[config.mk]
export PLATFORM = sky130hd
export DESIGN_NAME = ctw_ctl
export DESIGN_NICKNAME = d
export VERILOG_FILES = /design/src/rtl/ctw_pkg.sv /design/src/rtl/ctw_ctl.sv
export SDC_FILE = /design/constraint.sdc
export NUM_CORES = 1
export LEC_CHECK = 0
export BUFFER_PORTS_ARGS = -buffer_cell sky130_fd_sc_hd__buf_2
export CORE_AREA = 5 5 42 44
export CTS_CLUSTER_DIAMETER = 120
export DETAILED_ROUTE_END_ITERATION = 12
export DIE_AREA = 0 0 47 49
export HOLD_SLACK_MARGIN = 0.02
export PLACE_DENSITY = 0.79
export SYNTH_ARGS = -nofsm -noshare
export SYNTH_HDL_FRONTEND = slang
export SYNTH_SLANG_ARGS = --single-unit
[constraint.sdc]
create_clock -name clk_i -period 2.4 [get_ports clk_i]
set_clock_uncertainty 0.1 [all_clocks]
set_input_delay 0.48 -clock clk_i [delete_from_list [all_inputs] [get_ports clk_i]]
set_output_delay 0.48 -clock clk_i [all_outputs]
set_load 0.1 [all_outputs]
[src/rtl/ctw_pkg.sv]
// shared types and constants for the text console writer
// no dependencies; every other file of the block but ctw_ram imports this package
package ctw_pkg;

  // default screen geometry
  localparam int COLUMNS_DEF = 80;
  localparam int ROWS_DEF    = 25;

  // fixed field widths
  localparam int MODE_W = 2;
  localparam int CHAR_W = 8;
  localparam int IDX_W  = 11;
  localparam int CELL_W = 16;
  localparam int ROW_W  = 5;
  localparam int COL_W  = 7;
  localparam int ATTR_W = 8;

  localparam logic [ATTR_W-1:0] ATTR_RESET   = 8'h0B;
  localparam logic [CHAR_W-1:0] SPACE_CODE   = 8'h20;
  localparam logic [CHAR_W-1:0] NEWLINE_CODE = 8'h0A;

  typedef enum logic [MODE_W-1:0] {
    MODE_PUT   = 2'd0,
    MODE_CLEAR = 2'd1,
    MODE_READ  = 2'd2,
    MODE_NONE  = 2'd3
  } mode_e;

  // controller to datapath
  typedef struct packed {
    logic accept;       // input beat taken this cycle
    logic cnt_clr;
    logic cnt_bottom;   // load sweep counter with first cell of bottom row
    logic cnt_inc;
    logic copy_rd;      // read cell one row below the counter
    logic copy_wr;      // write read data one cell behind the counter
    logic fill_wr;      // write blank at the counter
    logic fill_reset;   // blank uses reset attribute
    logic val_capture;  // take ram read data as result value
    logic out_load;     // load output register
  } ctl_cmd_t;

  // datapath to controller
  typedef struct packed {
    mode_e mode;
    logic  put_scroll;     // this put moves the cursor past the last row
    logic  idx_ok;         // read index inside the screen
    logic  cnt_zero;
    logic  cnt_last_copy;  // counter at first cell of bottom row
    logic  cnt_last;       // counter at last cell
  } ctl_sts_t;

endpackage

[src/rtl/ctw_ctl.sv]
// controller state machine of the text console writer
// depends on ctw_pkg for command and status structs
module ctw_ctl (
  input  logic              clk_i,
  input  logic              rst_ni,
  input  logic              in_valid_i,
  output logic              in_ready_o,
  output logic              out_valid_o,
  input  logic              out_ready_i,
  input  ctw_pkg::ctl_sts_t sts_i,
  output ctw_pkg::ctl_cmd_t cmd_o
);
  import ctw_pkg::*;

  typedef enum logic [5:0] {
    ST_INIT = 6'b000001,
    ST_IDLE = 6'b000010,
    ST_READ = 6'b000100,
    ST_COPY = 6'b001000,
    ST_FILL = 6'b010000,
    ST_DONE = 6'b100000
  } state_e;

  state_e   state_q, state_d;
  logic     out_valid_q, out_valid_d;
  logic     out_free;
  ctl_cmd_t cmd;

  assign out_free = !out_valid_q || out_ready_i;

  always_comb begin
    state_d = state_q;
    cmd     = '0;
    unique case (state_q)
      ST_INIT: begin
        cmd.fill_wr    = 1'b1;
        cmd.fill_reset = 1'b1;
        cmd.cnt_inc    = 1'b1;
        if (sts_i.cnt_last) begin
          cmd.cnt_clr = 1'b1;
          state_d     = ST_IDLE;
        end
      end
      ST_IDLE: begin
        if (in_valid_i) begin
          cmd.accept = 1'b1;
          unique case (sts_i.mode)
            MODE_PUT:   state_d = sts_i.put_scroll ? ST_COPY : ST_DONE;
            MODE_CLEAR: state_d = ST_FILL;
            MODE_READ:  state_d = sts_i.idx_ok ? ST_READ : ST_DONE;
            default:    state_d = ST_DONE;
          endcase
        end
      end
      ST_READ: begin
        cmd.val_capture = 1'b1;
        state_d         = ST_DONE;
      end
      ST_COPY: begin
        cmd.copy_rd = !sts_i.cnt_last_copy;
        cmd.copy_wr = !sts_i.cnt_zero;
        if (sts_i.cnt_last_copy) begin
          cmd.cnt_bottom = 1'b1;
          state_d        = ST_FILL;
        end else begin
          cmd.cnt_inc = 1'b1;
        end
      end
      ST_FILL: begin
        cmd.fill_wr = 1'b1;
        cmd.cnt_inc = 1'b1;
        if (sts_i.cnt_last) begin
          cmd.cnt_clr = 1'b1;
          state_d     = ST_DONE;
        end
      end
      ST_DONE: begin
        if (out_free) begin
          cmd.out_load = 1'b1;
          state_d      = ST_IDLE;
        end
      end
      default: state_d = ST_INIT;
    endcase
  end

  always_comb begin
    out_valid_d = out_valid_q;
    if (cmd.out_load) begin
      out_valid_d = 1'b1;
    end else if (out_ready_i) begin
      out_valid_d = 1'b0;
    end
  end

  always_ff @(posedge clk_i or negedge rst_ni) begin
    if (!rst_ni) begin
      state_q     <= ST_INIT;
      out_valid_q <= 1'b0;
    end else begin
      state_q     <= state_d;
      out_valid_q <= out_valid_d;
    end
  end

  assign in_ready_o  = (state_q == ST_IDLE);
  assign out_valid_o = out_valid_q;
  assign cmd_o       = cmd;

  // a waiting result is never overwritten
  a_no_overwrite: assert property (@(posedge clk_i) disable iff (!rst_ni)
    cmd.out_load |-> (!out_valid_q || out_ready_i))
    else $error("result overwritten before taken");

  // read wait is entered only straight after an accepted beat
  a_read_entry: assert property (@(posedge clk_i) disable iff (!rst_ni)
    (state_q == ST_READ) |-> ($past(state_q) == ST_IDLE && $past(in_valid_i)))
    else $error("read wait without accepted beat");

  // one write source at a time on the ram
  a_one_writer: assert property (@(posedge clk_i) disable iff (!rst_ni)
    !(cmd.fill_wr && cmd.copy_wr) && !(cmd.accept && (cmd.fill_wr || cmd.copy_wr)))
    else $error("ram write port conflict");

  // copy sweep always hands over to the bottom row blanking
  a_copy_to_fill: assert property (@(posedge clk_i) disable iff (!rst_ni)
    (state_q == ST_COPY && sts_i.cnt_last_copy) |=> (state_q == ST_FILL))
    else $error("scroll did not blank bottom row");
endmodule

# Word-level counts from Yosys, hierarchy flattened
# Index checks and enable logic that the tools add are counted.
# word_totals
register_bits,7
in_bits,11
out_inout_bits,12
elab_cells,48
# classes
n_eq_ne,13
n_mux,25
reduce_logical,8
# ops
cell,count
$mux 6,7
$pmux 6 s6,1
$pmux 6 s3,1
$mux 1,14
$ne 2x2->1 const B,5
$eq 6x1->1 const B,1
$eq 6x2->1 const B,1
$eq 6x3->1 const B,1
$eq 6x4->1 const B,1
$eq 6x5->1 const B,1
$eq 6x6->1 const B,1
$reduce_and 5->1,1
$logic_not 1->1,3
$eq 2x1->1 const B,1
$eq 2x2->1 const B,1
$logic_not 2->1,1
$mux 2,1
$pmux 1 s2,1
$reduce_bool 2->1,1
$reduce_or 2->1,1
$logic_or 1x1->1,1

# Longest topological paths before layout
# depth
word_depth,5
mapped_depth,6
depth_no_buf,5

# Worst setup path after synthesis
# OpenSTA, ideal clock, no wires.
# synth_path
path_kind,reg2out
start,reg state_q[3]
end,out cmd_o[8] in the netlist's numbering
arrival_time_ns,2.717
required_time_ns,1.820
slack_ns,-0.897
path_stages_with_launch,6
n_path_buf,1
path_cell_list,dfrtp_1 buf_6 or3_4 or3_4 inv_1 and2_1
# synth_rtl
item,line,rtl
from (decl),ctw_ctl.sv:24,"state_e state_q, state_d;"
from (signal assigned),ctw_ctl.sv:101,state_q <= state_d;
to (decl),ctw_ctl.sv:11,output ctw_pkg::ctl_cmd_t cmd_o

==> summary.txt <==
Worst setup path
  • CP dominant cell by count: or3_4
  • CP Capture Type: output pin
  • Crit-path max FO: 3
  • Crit-path cells: or3_4 > or3_4 > clkinvlp_4 > and2_4 > buf_12
  • CP Buf/Inv Count: 2
  • CP Launch Type: flop
  • Slowest CP cell: or3_4
  • Reg2Reg Setup Slack: 0.49 ns
  • Worst Path Arrival: 1.78 ns
  • Largest delay contributor family on the critical path: simple AND/OR/NAND/NOR gates
  • Max incr delay on CP: 0.41 ns
  • Critical Path RT: 1.82 ns
  • Reg-to-Reg End: state_q[4]
  • Setup CP Type: reg -> out
  • R2R cell count: 5
  • Reg2reg start: state_q[1]

Final layout
  • Layout cells sized above 1: 57.29%
  • Design Area, Final: 1007 µm²
  • Antenna cell count: 0
  • Cell Count, Final, Fillers Out: 112
  • Nets@finish: 108
  • Post-layout util: 71.88%
  • Area Growth Syn to Fin: 81.72%

STA
  • Min Clock Period, post-route: 2.356 ns
  • Period utilization: 98.17%
  • F_max: 424.5 MHz
  • Final Hold Fails: 0
  • Hold_ws: 0.3523 ns
  • Final Slew Violations: 0
  • Relative slew slack: 67.33%
  • RSZ-0062 raised after global routing: yes
  • Worst slew pin tran: 0.4934 ns
  • Final setup fails: 0

Global routing
  • Largest net degree at the start of global routing: 10
  • Number of global-route vias before repair: 635
  • First-pass GRT wire length: 2842 µm
  • GRT overflow: 0
  • Initial antenna violation count: 0
  • Total Routing Usage GR: 16.41%

Synth
  • Library cells used by synthesis: 30
  • Post-synth EDFFs: 0
  • Post-synthesis register bit count: 7
  • Syn Nets: 74
  • Async set-reset flop share out of synthesis: 100.0%
  • Synthesized netlist cell count: 63
  • Syn_area_per_cell: 8.798 µm²
  • Sequential cell area fraction in the yosys report: 31.83%
  • Area leader, netlist: dfrtp_1
  • Most instantiated library cell after synthesis: inv_1
  • Mapped Area: 554.3 µm²
  • Post-synth top cells: 8 x inv_1, 6 x dfrtp_1, 4 x nand2_1, 4 x nand2b_1, 4 x nand3b_1
  • Yosys top cell area share: 27.09%
  • Synth area leaders: dfrtp_1 27%, inv_1 5.4%, nand3b_1 5.4%
  • Most used DFF post-synth: dfrtp_1
  • Synth warn: 0

Drt
  • WL final: 1686 µm
  • DR top layer: met4
  • WL per Instance: 15.05 µm
  • Vias/cell: 5.286
  • DRT antenna net count: 0
  • 1st-iter DRT viols: 9
  • Via count: 592
  • Routed wl met3: 62 µm
  • First-pass DRT Iterations: 4
  • DR WL met2: 907 µm
  • Post-Route M1 WL: 693 µm
  • Drt drc: 0

Die
  • Total die area: 2303 µm²
  • Placeable core area: 1401 µm²
  • Initial Utilization: 39.55%
  • Die H: 49 µm
  • Die span in x: 47 µm
  • Row cnt: 14
  • # IOs: 23

Hold path
  • Hold path depth: 2
  • HP Start: sts_i[5]
  • Hold Path Sink: state_q[2]
  • Hold crit path type: in -> reg

Place
  • Cell count after placement: 99
  • Area after DPL: 877.1 µm²
  • Port Buffers: 22
  • GPL Wtd Cong: 0.8433

Power
  • Total power: 1.425 mW
  • Lkg Pwr: 0.4550 nW
  • Max IR drop VDD: 0.0008975 V
  • PwrDens: 1414 nW/µm²

Clock network
  • Root Driver: clkbuf_4
  • Clk sinks: 7
  • Clk buf depth: 2
  • CTS tree: done
  • Clock slew at reported path FFs: 0.05 ns
  • CTS buffer count: 3
  • H-tree depth: 1
  • Worst-Skew Late Latency: 0.24 ns

Run status
  • Outcome: completed

Flow run
  • Max cap viols: 0
[where the power goes]
group	switching (mW)	internal, mW	leakage, nW	total (mW)
combinational	0.667	0.456	0.353	1.12
sequential	0.0458	0.152	0.0875	0.198
clock	0.0405	0.0633	0.0150	0.104
total	0.753	0.672	0.455	1.42
[metal layers]
layer  track usage, %  up-vias
li1                 -      292
met1            19.41      280
met2            28.28       16
met3            4.428        4
met4            3.687        0
met5                0        -
[sequential cells by signal (all words and copies together) (netlist names)]
name	count
out_valid_o	1
state_q	6
[worst max path at each step]
stage,startpoint,to,slack [ns],cells past startpoint
floorplan,state_q[3],cmd_o[8],-0.18,5
global placement,state_q[1],cmd_o[8],0.21,5
detailed placement,state_q[1],cmd_o[8],0.17,5
CTS,state_q[1],cmd_o[8],-0.03,5
global route,state_q[1],cmd_o[8],-0.02,5
finish,state_q[1],cmd_o[8],0.04,5
[cell type report]
| type | instances | area (µm²) |
|---|---|---|
| inverters | 8 | 41.29 |
| repair buffers | 33 | 360.3 |
| flip-flops and latches | 7 | 180.2 |
| well taps | 16 | 20.02 |
| fillers | 90 | 394.1 |
| clock buffers | 4 | 26.28 |
| multi-input cells | 44 | 379.1 |
[metrics by stage]
step	setup WS, ns	setup TNS [ns]
final	0.04401	0
after global routing	-0.01795	-0.03541
after CTS	-0.02637	-0.02637
after detailed placement	0.1729	0
after global placement	0.2086	0
after floorplan	-0.1760	-0.6144
[logic make-up (layout without fill, tap and decap cells)]
logic type | after synthesis | after routing | share of synthesized area (%)
AND/OR/NAND/NOR | 29 | 29 | 34.53
AO/OA/AOI/OAI | 12 | 12 | 18.51
buffers and inverters | 12 | 45 | 10.16
flip-flops | 7 | 7 | 31.83
XOR/XNOR | 2 | 2 | 3.161
multiplexers | 1 | 1 | 1.806
[layout by cell type (no fill, tap or decap), drive strengths merged, types with 2 or more instances in the layout]
cell and n:
a21oi 2, nand2b 4, nand3b 4, clkinvlp 3
clkbuf 4, o22ai 3, nor3 2, dfrtp 6
nor2 2, nor2b 2, nand2 4, buf 32
inv 5, or3 2, and2 2, xnor2 2
nor4 3
[repair_timing]
item                       4_1_cts  5_1_grt
setup endpoints to repair        3        7
gates resized for setup          2        6
pin swaps                        2        3
hold buffers                     1        0
hold endpoints to repair         6        0
buffers inserted                 5        3
Note: power is estimated with default switching activity, not from simulation.
